`config.mk`:
```
export PLATFORM = sky130hd
export DESIGN_NAME = period_follow_blinker
export DESIGN_NICKNAME = d
export VERILOG_FILES = /design/src/pfb_pkg.sv /design/src/period_follow_blinker.sv /design/src/pfb_step.sv /design/src/pfb_obuf.sv
export SDC_FILE = /design/constraint.sdc
export NUM_CORES = 1
export LEC_CHECK = 0
export BUFFER_PORTS_ARGS = -buffer_cell sky130_fd_sc_hd__buf_2
export CAP_MARGIN = 10
export CORE_MARGIN = 8
export CORE_UTILIZATION = 36
export DETAILED_ROUTE_END_ITERATION = 16
export GPL_ROUTABILITY_DRIVEN = 0
export HOLD_SLACK_MARGIN = 0.05
export PLACE_DENSITY = 0.53
export SLEW_MARGIN = 10
export SYNTH_ARGS = -nofsm -noshare
export SYNTH_HDL_FRONTEND = slang
export SYNTH_SLANG_ARGS = --single-unit
```
`constraint.sdc`:
```
create_clock -name clk_i -period 5.4 [get_ports clk_i]
set_input_delay 0.81 -clock clk_i [delete_from_list [all_inputs] [get_ports clk_i]]
set_output_delay 0.81 -clock clk_i [all_outputs]
set_load 0.01 [all_outputs]
```
`src/pfb_pkg.sv`:
```
// Types and constants of the period-following blinker.
package pfb_pkg;

  localparam int unsigned FIELD_W = 13;
  localparam int unsigned CFG_IDX_W = 8;

  localparam logic [CFG_IDX_W-1:0] CFG_GLITCH_LOW  = 8'd0;
  localparam logic [CFG_IDX_W-1:0] CFG_GLITCH_HIGH = 8'd1;
  localparam logic [CFG_IDX_W-1:0] CFG_BLINK_MIN   = 8'd2;
  localparam logic [CFG_IDX_W-1:0] CFG_BLINK_MAX   = 8'd3;

  localparam logic [FIELD_W-1:0] GLITCH_LOW_RST  = 13'd10;
  localparam logic [FIELD_W-1:0] GLITCH_HIGH_RST = 13'd5000;
  localparam logic [FIELD_W-1:0] BLINK_MIN_RST   = 13'd100;
  localparam logic [FIELD_W-1:0] BLINK_MAX_RST   = 13'd1000;
  localparam logic [FIELD_W-1:0] START_PERIOD    = 13'd500;

  typedef struct packed {
    logic [FIELD_W-1:0] glitch_low;
    logic [FIELD_W-1:0] glitch_high;
    logic [FIELD_W-1:0] blink_min;
    logic [FIELD_W-1:0] blink_max;
  } cfg_t;

  typedef struct packed {
    logic               led_on;
    logic [FIELD_W-1:0] blink_period;
    logic [FIELD_W-1:0] last_measure;
    logic               measure_taken;
  } res_t;

endpackage

```
`src/period_follow_blinker.sv`:
```
// Top level of the period-following LED blinker.
//
//   channel  direction  handshake               payload
//   in       sink       in_valid_i/in_ready_o   tick_i, rise_i
//   out      source     out_valid_o/out_ready_i led_on_o, blink_period_o,
//                                               last_measure_o, measure_taken_o
//   cfg      sink       cfg_valid_i/cfg_ready_o cfg_index_i, cfg_data_i
//
// One beat per clock while in_ready_o is high; its result appears in the result register on the next cycle.
// Throughput is set by the single result register: it reloads in the cycle it empties.
// When the result is not taken, in_ready_o drops until out_ready_i returns.
// Reset clears the counters and LED, and loads the default bounds and a 500-tick period.
// Config writes are taken every cycle.
module period_follow_blinker import pfb_pkg::*; #(
  parameter int unsigned COUNT_BITS = 13
) (
  input  logic                 clk_i,
  input  logic                 rst_ni,
  input  logic                 in_valid_i,
  output logic                 in_ready_o,
  input  logic                 tick_i,
  input  logic                 rise_i,
  output logic                 out_valid_o,
  input  logic                 out_ready_i,
  output logic                 led_on_o,
  output logic [FIELD_W-1:0]   blink_period_o,
  output logic [FIELD_W-1:0]   last_measure_o,
  output logic                 measure_taken_o,
  input  logic                 cfg_valid_i,
  output logic                 cfg_ready_o,
  input  logic [CFG_IDX_W-1:0] cfg_index_i,
  input  logic [FIELD_W-1:0]   cfg_data_i
);

  cfg_t cfg_q;
  res_t step_res;
  res_t out_res;
  logic fire;

  assign cfg_ready_o = 1'b1;

  // Unknown indexes are dropped.
  always_ff @(posedge clk_i or negedge rst_ni) begin
    if (!rst_ni) begin
      cfg_q.glitch_low  <= GLITCH_LOW_RST;
      cfg_q.glitch_high <= GLITCH_HIGH_RST;
      cfg_q.blink_min   <= BLINK_MIN_RST;
      cfg_q.blink_max   <= BLINK_MAX_RST;
    end else if (cfg_valid_i) begin
      case (cfg_index_i)
        CFG_GLITCH_LOW:  cfg_q.glitch_low  <= cfg_data_i;
        CFG_GLITCH_HIGH: cfg_q.glitch_high <= cfg_data_i;
        CFG_BLINK_MIN:   cfg_q.blink_min   <= cfg_data_i;
        CFG_BLINK_MAX:   cfg_q.blink_max   <= cfg_data_i;
        default: ;
      endcase
    end
  end

  assign fire = in_valid_i && in_ready_o;

  pfb_step #(
    .COUNT_BITS(COUNT_BITS)
  ) u_step (
    .clk_i  (clk_i),
    .rst_ni (rst_ni),
    .fire_i (fire),
    .tick_i (tick_i),
    .rise_i (rise_i),
    .cfg_i  (cfg_q),
    .res_o  (step_res)
  );

  pfb_obuf u_obuf (
    .clk_i       (clk_i),
    .rst_ni      (rst_ni),
    .in_valid_i  (in_valid_i),
    .in_ready_o  (in_ready_o),
    .res_i       (step_res),
    .out_valid_o (out_valid_o),
    .out_ready_i (out_ready_i),
    .res_o       (out_res)
  );

  assign led_on_o        = out_res.led_on;
  assign blink_period_o  = out_res.blink_period;
  assign last_measure_o  = out_res.last_measure;
  assign measure_taken_o = out_res.measure_taken;

endmodule

```
`src/pfb_step.sv`:
```
// Per-beat state update: period measurement, clamping and LED toggle timer.
module pfb_step import pfb_pkg::*; #(
  parameter int unsigned COUNT_BITS = 13
) (
  input  logic clk_i,
  input  logic rst_ni,
  input  logic fire_i,
  input  logic tick_i,
  input  logic rise_i,
  input  cfg_t cfg_i,
  output res_t res_o
);

  localparam int unsigned CMP_W = (COUNT_BITS > FIELD_W) ? COUNT_BITS : FIELD_W;

  logic [COUNT_BITS-1:0] since_edge_q, since_edge_d, se_inc;
  logic [COUNT_BITS-1:0] since_toggle_q, since_toggle_d, st_inc;
  logic                  started_q, started_d;
  logic [FIELD_W-1:0]    accepted_q, accepted_d;
  logic [FIELD_W-1:0]    blink_q, blink_d;
  logic                  lamp_q, lamp_d;

  logic [CMP_W-1:0]   period_ext;
  logic [FIELD_W-1:0] period;
  logic [FIELD_W-1:0] clamped;
  logic               in_window;
  logic               taken;
  logic               toggle;

  // Saturating increments on a tick.
  always_comb begin
    se_inc = since_edge_q;
    st_inc = since_toggle_q;
    if (tick_i && (since_edge_q != {COUNT_BITS{1'b1}})) begin
      se_inc = since_edge_q + COUNT_BITS'(1);
    end
    if (tick_i && (since_toggle_q != {COUNT_BITS{1'b1}})) begin
      st_inc = since_toggle_q + COUNT_BITS'(1);
    end
  end

  assign period_ext = CMP_W'(se_inc);
  assign period     = period_ext[FIELD_W-1:0];
  assign in_window  = (period_ext > CMP_W'(cfg_i.glitch_low)) &&
                      (period_ext < CMP_W'(cfg_i.glitch_high));
  assign taken      = rise_i && started_q && in_window;

  // Lower bound is tested first, so crossed bounds favour blink_min.
  always_comb begin
    if (period < cfg_i.blink_min) begin
      clamped = cfg_i.blink_min;
    end else if (period > cfg_i.blink_max) begin
      clamped = cfg_i.blink_max;
    end else begin
      clamped = period;
    end
  end

  assign accepted_d = taken ? period : accepted_q;
  assign blink_d    = taken ? clamped : blink_q;
  assign started_d  = started_q | rise_i;
  assign since_edge_d = rise_i ? '0 : se_inc;

  assign toggle = CMP_W'(st_inc) >= CMP_W'(blink_d[FIELD_W-1:1]);
  assign lamp_d = lamp_q ^ toggle;
  assign since_toggle_d = toggle ? '0 : st_inc;

  always_ff @(posedge clk_i or negedge rst_ni) begin
    if (!rst_ni) begin
      since_edge_q   <= '0;
      since_toggle_q <= '0;
      started_q      <= 1'b0;
      accepted_q     <= START_PERIOD;
      blink_q        <= START_PERIOD;
      lamp_q         <= 1'b0;
    end else if (fire_i) begin
      since_edge_q   <= since_edge_d;
      since_toggle_q <= since_toggle_d;
      started_q      <= started_d;
      accepted_q     <= accepted_d;
      blink_q        <= blink_d;
      lamp_q         <= lamp_d;
    end
  end

  assign res_o.led_on        = lamp_d;
  assign res_o.blink_period  = blink_d;
  assign res_o.last_measure  = accepted_d;
  assign res_o.measure_taken = taken;

endmodule

```
`src/pfb_obuf.sv`:
```
// Result register with valid/ready hand-off to the output channel.
module pfb_obuf import pfb_pkg::*; (
  input  logic clk_i,
  input  logic rst_ni,
  input  logic in_valid_i,
  output logic in_ready_o,
  input  res_t res_i,
  output logic out_valid_o,
  input  logic out_ready_i,
  output res_t res_o
);

  logic valid_q, valid_d;
  logic fire;
  res_t res_q;

  // Take a new beat when the register is empty or the held result leaves in the same cycle.
  assign in_ready_o = !valid_q || out_ready_i;
  assign fire       = in_valid_i && in_ready_o;
  assign valid_d    = fire || (valid_q && !out_ready_i);

  always_ff @(posedge clk_i or negedge rst_ni) begin
    if (!rst_ni) begin
      valid_q <= 1'b0;
    end else begin
      valid_q <= valid_d;
    end
  end

  always_ff @(posedge clk_i) begin
    if (fire) begin
      res_q <= res_i;
    end
  end

  assign out_valid_o = valid_q;
  assign res_o       = res_q;

endmodule

```
# Word level (Yosys, flattened, before mapping)
# Cells that the tools add are included.
[word_totals] n_memories=0 ram_bits=0 rom_bits=0 latch_bits=0 reg_bits=135 wordCells=53 output_inout_bits=31 inputBits=28
[classes] add_sub_neg=2 n_bitwise=2 mul=0 div_mod_pow=0 reduce_logical=16 magnitude_cmp=5 n_mux=8 eq_ne=5 shifts=0
[ops] cell="13-bit two-way mux" count=8
[ops] cell="13-bit by 1-bit adder with 13-bit output, second input constant" count=2
[ops] cell="13-bit greater-than comparator" count=2
[ops] cell="13-bit < comparator" count=2
[ops] cell="13-bit != test, second input constant" count=2
[ops] cell="8-bit by 2-bit equality test with 1-bit output, second input constant" count=2
[ops] cell="13-bit by 12-bit >= comparator with 1-bit output" count=1
[ops] cell="8-bit by 1-bit equality test with 1-bit output, second input constant" count=1
[ops] cell="8-bit logical NOT" count=1
[ops] cell="2-bit AND reduction" count=4
[ops] cell="1-bit logical AND" count=7
[ops] cell="1-bit logical NOT" count=2
[ops] cell="1-bit logical OR" count=2
[ops] cell="1-bit bitwise OR" count=1
[ops] cell="1-bit XOR" count=1

# Logic depth before layout (Yosys ltp)
# Gate-level depths: netlist (run 1).
[depth] depth_word=9 ltp_mapped=25 depth_no_buf=22

# Modules after synthesis
# From an unflattened synthesis (run 1), not the netlist that was laid out.
[hier_totals] hier_cells=726 hier_area_um2=8214.1
[modules_own_cells] module="pfb_step" seq_area_each_um2=1366.3 cells_each=576 area_each_um2=5129.9 n_inst=1
[modules_own_cells] module="period_follow_blinker" seq_area_each_um2=1321.3 cells_each=118 area_each_um2=2189.6 n_inst=1
[modules_own_cells] module="pfb_obuf" seq_area_each_um2=865.8 cells_each=32 area_each_um2=894.6 n_inst=1

# Worst setup path after synthesis (run 1)
# Ideal clock, no wire load.
[synth_path] path_kind="input port to flip-flop" from="input tick_i" to="register u_step.since_toggle_q[0]" t_required_ns=5.318 path_slack_ns=-0.618 t_arrival_ns=5.935 cell_stages=21 path_buffers=2 setup_time_ns=0.082 cell_sequence="clkbuf_1 -> o41ai_1 -> nor4_1 -> xor2_1 -> ha_1 -> a21oi_1 -> a21boi_0 -> a211o_1 -> o21ai_0 -> mux2i_1 -> mux2i_1 -> mux2_2 -> ha_1 -> nand2b_1 -> a21o_1 -> a211oi_1 -> o31a_1 -> o211a_1 -> clkbuf_1 -> nand2_1 -> o22ai_1"
[synth_lines] element="from (decl)" line="period_follow_blinker.sv:21" text="input logic tick_i,"
[synth_lines] element="to (signal assigned)" line="pfb_step.sv:78" text="since_toggle_q <= since_toggle_d;"
[synth_lines] element="to (decl)" line="pfb_step.sv:17" text="logic [COUNT_BITS-1:0] since_toggle_q, since_toggle_d, st_inc;"

# Worst setup path in the final report (run 1)
[layout_path] from="register u_step.since_edge_q[0]" to="register u_step.since_toggle_q[7]"
[layout_between] elab_chain_cells=9 word_cells_on_any_way=15 classes_between="1 x add/sub; 5 x order compare; 1 x eq/ne; 5 x mux; 3 x reduce/logical"
[layout_rtl] element="from (decl)" line="pfb_step.sv:16" text="logic [COUNT_BITS-1:0] since_edge_q, since_edge_d, se_inc;"
[layout_rtl] element="from (signal assigned)" line="pfb_step.sv:77" text="since_edge_q <= since_edge_d;"
[layout_rtl] element="branches (longest 2 deep; another with 13-bit by 1-bit adder with 13-bit output)"
[layout_rtl] element="13-bit two-way mux (*)" line="pfb_step.sv:34" text="if (tick_i && (since_edge_q != {COUNT_BITS{1'b1}})) begin"
[layout_rtl] element="13-bit greater-than comparator (tied with other cells)" line="pfb_step.sv:52" text="end else if (period > cfg_i.blink_max) begin"
[layout_rtl] element="13-bit two-way mux / 1-bit logical AND (equally long branches)" line="pfb_step.sv:52, pfb_step.sv:44"
[layout_rtl] element="13-bit two-way mux / 1-bit logical AND (equally long branches)" line="pfb_step.sv:50, pfb_step.sv:46"
[layout_rtl] element="13-bit two-way mux (*)" line="pfb_step.sv:60" text="assign blink_d = taken ? clamped : blink_q;"
[layout_rtl] element="13-bit by 12-bit >= comparator with 1-bit output (*)" line="pfb_step.sv:64" text="assign toggle = CMP_W'(st_inc) >= CMP_W'(blink_d[FIELD_W-1:1]);"
[layout_rtl] element="13-bit two-way mux (*)" line="pfb_step.sv:66" text="assign since_toggle_d = toggle ? '0 : st_inc;"
# Every way passes the cells marked *.
# A chain may end at the register's enable or synchronous reset.

==> results of run 1 <==
## kinds of logic (layout without fill, tap and decap cells)
logic type / Yosys count / in the layout
AOI/OAI and AO/OA: 160 / 160
xor gates and xnor gates: 19 / 19
adders and majority gates: 64 / 64
buffers and inverters: 90 / 260
DFF: 135 / 135
muxes: 92 / 92
other: 1 / 1
and+or+nand+nor: 163 / 163
## final cells by class
class,instances,area share (%)
tap,280,3.43
multi-input combinational,499,42.0
sequential,135,34.7
inverter,64,2.37
clock buffer,23,4.99
clock inverter,9,1.33
timing repair buffer,164,11.1
## flip-flops by register name, summed over array words and instances (netlist names)
signal	cells
u_step.accepted_q	13
u_step.since_toggle_q	13
u_step.lamp_q	1
u_step.since_edge_q	13
u_step.started_q	1
cfg_q	52
u_obuf.out_valid_o	1
u_step.blink_q	13
u_obuf.res_o	28
## power breakdown
group / internal [mW] / switching, mW / total (mW)
Combinational: 0.311 / 0.338 / 0.649
Clock: 0.810 / 0.459 / 1.27
Sequential: 1.10 / 0.0404 / 1.14
Total: 2.22 / 0.838 / 3.06
## per-layer routing
metal | track usage, % | routed length (um)
met1 | 21.8 | 9820
met2 | 27.0 | 10400
met3 | 3.88 | 1020
met4 | 5.66 | 491
met5 | 0 | 0
## worst paths after layout
| check | startpoint | end | cells past startpoint |
|---|---|---|---|
| min reg2reg | u_step.started_q | u_step.started_q | 1 |
| max | u_step.since_edge_q[0] | u_step.since_toggle_q[7] | 27 |
| max reg2reg | u_step.since_edge_q[0] | u_step.since_toggle_q[7] | 27 |
| min in group asynchronous | rst_ni | u_step.since_toggle_q[4] | 1 |
| max in group asynchronous | rst_ni | cfg_q[3] | 2 |
| min | u_step.started_q | u_step.started_q | 1 |
## layout by cell type (no fill, tap or decap), types with 5 or more instances in the layout
cell type  netlist  routed
o31ai_1          9       9
nand2b_1        12      12
a211oi_1        11      10
and3_1           6       6
o22ai_1          5       5
xor2_1          10       7
buf_4            2     100
inv_1           63      61
clkbuf_16        0      19
nand3_1         21      20
buf_6            2       6
nand4_1         16      16
a21o_1           8       8
ha_1            64      60
xnor2_1          9       6
nor2_1          22      21
mux2_2          75      73
mux2i_1         17       7
dfstp_2         28      28
a21boi_0         5       5
a22oi_1          8       8
a21oi_1         27      26
mux2i_4          0       6
buf_2            3      56
a22o_1          12      12
edfxtp_1        28      28
nor3_1           8       5
o21ai_0         43      40
a211o_1          5       5
dfrtp_1         79      79
nand2_1         47      46
## stage by stage
| stage | cell area [sq um] | utilization [%] |
|---|---|---|
| 2_1_floorplan | 7890 | - |
| 3_3_place_gp | 9150 | 42.3 |
| 3_5_place_dp | 9150 | 42.3 |
| 4_1_cts | 9930 | 45.9 |
| 5_1_grt | 10200 | 47.3 |
| 6_report | 10200 | 47.3 |
## timing repair
action | 4_1_cts | 5_1_grt
gates cloned | 0 | 0
pin swaps | 5 | 25
endpoints found under the setup margin | 14 | 14
resized for setup | 22 | 40
setup buffers | 4 | 7
==> impl_metrics.ini, run 1 <==
[sta]
finalHoldViolCount = 0
fin_crit_sh_pct = 96.1
finalSetupTns_ns = 0
finalCriticalPeriod_ns = 5.19
tightest_slew_ns = 0.949
slew_violations = 0
rsz0062_at_grt = yes
skew_ns = 0.0129
relSlewSlack_pct = 36.7
worst_slack_ns = 0.210
whs_ns = 0.460
max_clock_freq_mhz = 193
setup_violations = 0

[setup_path]
cpMostUsedCell = buf_4
cpPeakStageDelay_ns = 0.41
critPathMaxFanout = 6
cp-end-kind = flip-flop
cp_top_family = compound AO/OA/AOI/OAI gates
crit_required_ns = 5.74
r2r_slack_ns = 0.21
crit_slowest_cell = dfrtp_1
crit_type = reg2reg
worstPathArrival_ns = 5.53
worst-path-buf-inv = 7
cp-start-kind = flip-flop

[grt]
grt_max_degree = 72
grt_pass1_wl_um = 34700
grt_pass1_vias = 6415
grt.overflow.total = 0
track_usage_pct = 16.7
antenna_found_initial = 0

[yosys]
syn_avg_cell_area_sq_um = 10.9
synth_top_flop_cell = dfrtp_1
synth.distinct_cells = 63
yosys-top-cells-count = 79 x dfrtp_1, 75 x mux2_2, 64 x ha_1, 63 x inv_1, 47 x nand2_1
synth.largest_area_cell = dfrtp_1
synth_edf_count = 28
ys_warn_count = 0
synth_compound_area_share_pct = 13.7
ys_top_cells_by_area = dfrtp_1 25%, mux2_2 11%, edfxtp_1 11%
seq_area_frac_synth_pct = 45.2
yosys.area_share.adder_pct = 10.2
synth_top_cell_area_share_pct = 25.2
synth_top_family_by_area = compound AO/OA/AOI/OAI gates
synth_most_common_cell = dfrtp_1
synthMuxAreaShare_pct = 12.9
synth_xor_area_share_pct = 2.12
ys_ff_latch = 135
synth-async-reset-ratio_pct = 79.3
synthSimpleGateAreaFrac_pct = 11.0
synthCells = 724
syn-num-nets = 816
synth_area_sq_mm = 0.00786

[cts]
insertion_delay_ns = 0.43
cts_buffers = 17
htreeDepth = 4
cts-root-buf = clkbuf_16
cts_tree = built
cts_sinks = 135
cts_hold_buf = 0
cts_buffer_depth = 2
clk_pin_slew_ns = 0.06

[drt]
via_count = 6200
vias_per_cell = 5.28
drt-pass1-iter-count = 4
drc = 0
wl_um = 21800
post_drt_wl_per_cell_um = 18.6
ant_nets = 0
drt_iter0_markers = 317

[worst_hold_path]
hold_path_class = reg2reg

[floorplan]
start_util_pct = 36.4
die_height_um = 164
fp.dieArea_sq_mm = 0.0268
num_rows = 54
coreArea_sq_mm = 0.0216
die_w_um = 164
ioPinCount = 59

[place]
place_ws_ns = -0.400
portBuffers = 57
dpl.hpwl_um = 16300
placed_cells = 1131

[power_and_ir_drop]
p_per_area_mw_per_mm2 = 299
total_power_mw = 3.06
leakagePower_nw = 4.70
peakVddDrop_mv = 0.189

[layout]
nNetsFinal = 973
seq_area_sq_mm = 0.00355
antenna_cells = 0
fin_cells = 1174
multiInputGateArea_sq_mm = 0.00429
drive_above_1_share_pct = 38.3
nFillCells = 2024
syn2layout_area_growth_pct = 30.1

[job]
maxCapViolCount = 0

[status]
status = finished, final reports clean
Power figures use the tool's default switching activity.
==> run 2, diff against run 1 <==
--- a/config.mk
+++ b/config.mk
@@ -5,14 +5,14 @@
 export SDC_FILE = /design/constraint.sdc
 export NUM_CORES = 1
 export LEC_CHECK = 0
-export BUFFER_PORTS_ARGS = -buffer_cell sky130_fd_sc_hd__buf_2
 export CAP_MARGIN = 10
 export CORE_MARGIN = 8
 export CORE_UTILIZATION = 36
 export DETAILED_ROUTE_END_ITERATION = 16
+export DONT_BUFFER_PORTS = 1
 export GPL_ROUTABILITY_DRIVEN = 0
 export HOLD_SLACK_MARGIN = 0.05
-export PLACE_DENSITY = 0.53
+export PLACE_DENSITY = 0.51
 export SLEW_MARGIN = 10
 export SYNTH_ARGS = -nofsm -noshare
 export SYNTH_HDL_FRONTEND = slang
==> run 2 against run 1 <==
Net effect: flip-flop and latch count unchanged; routed wire length about the same; worst setup slack about the same; via count decreased by 2.3%; hold slack got worse by 0.38 ns; highest routed layer unchanged; non-clock buffer count decreased by 71; fmax about the same.
==> impl_metrics.ini, run 2 (same netlist as run 1, synthesis figures left out) <==
[status]
status = finished, final reports clean

[layout]
syn2layout_area_growth_pct = 22.9
largest_reg_flops = 52
nNetsFinal = 902
drive_above_1_share_pct = 32.0
final_cell_mix = 87 x buf_4, 78 x dfrtp_1, 75 x mux2_2
antenna_cells = 0
final_common_cell = buf_4
regMostFlops = cfg_q

[power_and_ir_drop]
leakagePower_nw = 4.37
p_per_area_mw_per_mm2 = 290
netSwitchingFraction_pct = 27.5
seqPwrFrac_pct = 40.8
switchingPower_mw = 0.772
total_power_mw = 2.80
power.internal_mw = 2.03
share_comb_of_total_power_pct = 18.9
pwr-share-clk_pct = 40.3
peakVddDrop_mv = 0.177

[drt]
drt_iter0_markers = 393
ant_nets = 0
m1WireLength_um = 9830
drt-pass1-iter-count = 5
top_layer_used = met4
drc = 0
met3_length_um = 969
wl_um = 21800
met2_length_um = 10500
vias_per_cell = 5.49
post_drt_wl_per_cell_um = 19.8
via_count = 6055

[sta]
finalCriticalPeriod_ns = 5.19
fin_crit_sh_pct = 96.1
finalSetupTns_ns = 0
max_clock_freq_mhz = 193
finalHoldViolCount = 0
skew_ns = 0.0100
setup_violations = 0
whs_ns = 0.0825
slew_violations = 0
tightest_slew_ns = 0.857
relSlewSlack_pct = 42.7
worst_slack_ns = 0.210

[grt]
track_usage_pct = 16.2
antenna_found_initial = 0
grt_pass1_vias = 6089
grt.overflow.total = 0
grt_pass1_wl_um = 33400
grt_max_degree = 108

[cts]
cts_sinks = 135
cts_tree = built
cts_buffer_depth = 2
cts_buffers = 17
cts_hold_buf = 0
htreeDepth = 4
insertion_delay_ns = 0.42
clk_pin_slew_ns = 0.06
cts-root-buf = clkbuf_16

[setup_path]
crit_type = reg2reg
worstPathArrival_ns = 5.50
crit_required_ns = 5.71
cp-start-kind = flip-flop
critPathMaxFanout = 9
reg2reg_depth = 26
cp-end-kind = flip-flop
r2r-start = u_step.since_edge_q[1]
setup.worst_path.start = u_step.since_edge_q[1]

[job]
maxCapViolCount = 0

[place]
place_ws_ns = -0.289
dpl.hpwl_um = 15600
portBuffers = 0

[floorplan]
fp.dieArea_sq_mm = 0.0268
coreArea_sq_mm = 0.0216
die_height_um = 164
die_w_um = 164
start_util_pct = 36.4
ioPinCount = 59
num_rows = 54

[worst_hold_path]
hold_path_class = in2async
-- run 2: power groups by stage --
stage                     logic (mW)  clock network, mW  registers [mW]
after floorplan                0.295                  0            1.15
after global placement         0.449                  0            1.16
after detailed placement       0.460                  0            1.16
after CTS                      0.491               1.16            1.14
after global routing           0.579               1.19            1.15
final                          0.530               1.13            1.14
-- run 2: area by class of cell --
cell class                 count  area [sq um]
fill                        2076         12000
multi-input combinational    499          4180
sequential                   135          3550
timing repair buffer          93           773
clock buffer                  28           508
tap                          280           350
inverter                      64           243
clock inverter                 4          45.0
-- run 2: what timing repair did --
| item | in CTS | in global routing |
|---|---|---|
| cloned | 0 | 2 |
| setup buffers | 5 | 12 |
| pin swaps | 3 | 20 |
| setup endpoints to repair | 14 | 14 |
| resized for setup | 14 | 37 |
-- run 2: per-layer routing --
metal	global-route usage, %	vias to the layer above
li1	-	2822
met1	20.7	3026
met2	26.2	167
met3	3.86	40
met4	5.79	0
met5	0	-
-- run 2: through the flow --
stage,area (sq um),util (%),instances
CTS,9340,43.2,1089
global placement,8690,40.2,1052
floorplan,7890,-,724
detailed placement,8690,40.2,1052
finish,9660,44.7,1103
global route,9660,44.7,1103
-- run 2: critical path, cell delays in order (launching register included) --
cell,delay (ns)
dfrtp_1,0.39
ha_2,0.21
nand3_2,0.10
o41ai_2,0.07
buf_4,0.17
or3_4,0.43
xnor2_4,0.16
buf_4,0.15
ha_1,0.28
o21ai_0,0.07
o21ai_1,0.17
o211ai_1,0.15
a21oi_2,0.28
nor3_4,0.06
buf_4,0.14
buf_4,0.14
buf_6,0.13
a211o_1,0.30
a22o_1,0.20
ha_1,0.27
a21o_1,0.12
a211oi_2,0.07
o31a_1,0.26
o211ai_1,0.23
buf_4,0.21
o21ai_0,0.08
a22o_1,0.23
-- run 2: worst paths after layout --
kind                            slack, ns                  endpoint
worst min register to register       0.46          u_step.started_q
worst max register to register       0.21  u_step.since_toggle_q[9]
worst min-delay path                 0.08    u_step.since_edge_q[4]
max in group asynchronous            5.03         u_step.blink_q[4]
worst max-delay path                 0.21  u_step.since_toggle_q[9]
min in group clk_i                   0.46          u_step.started_q
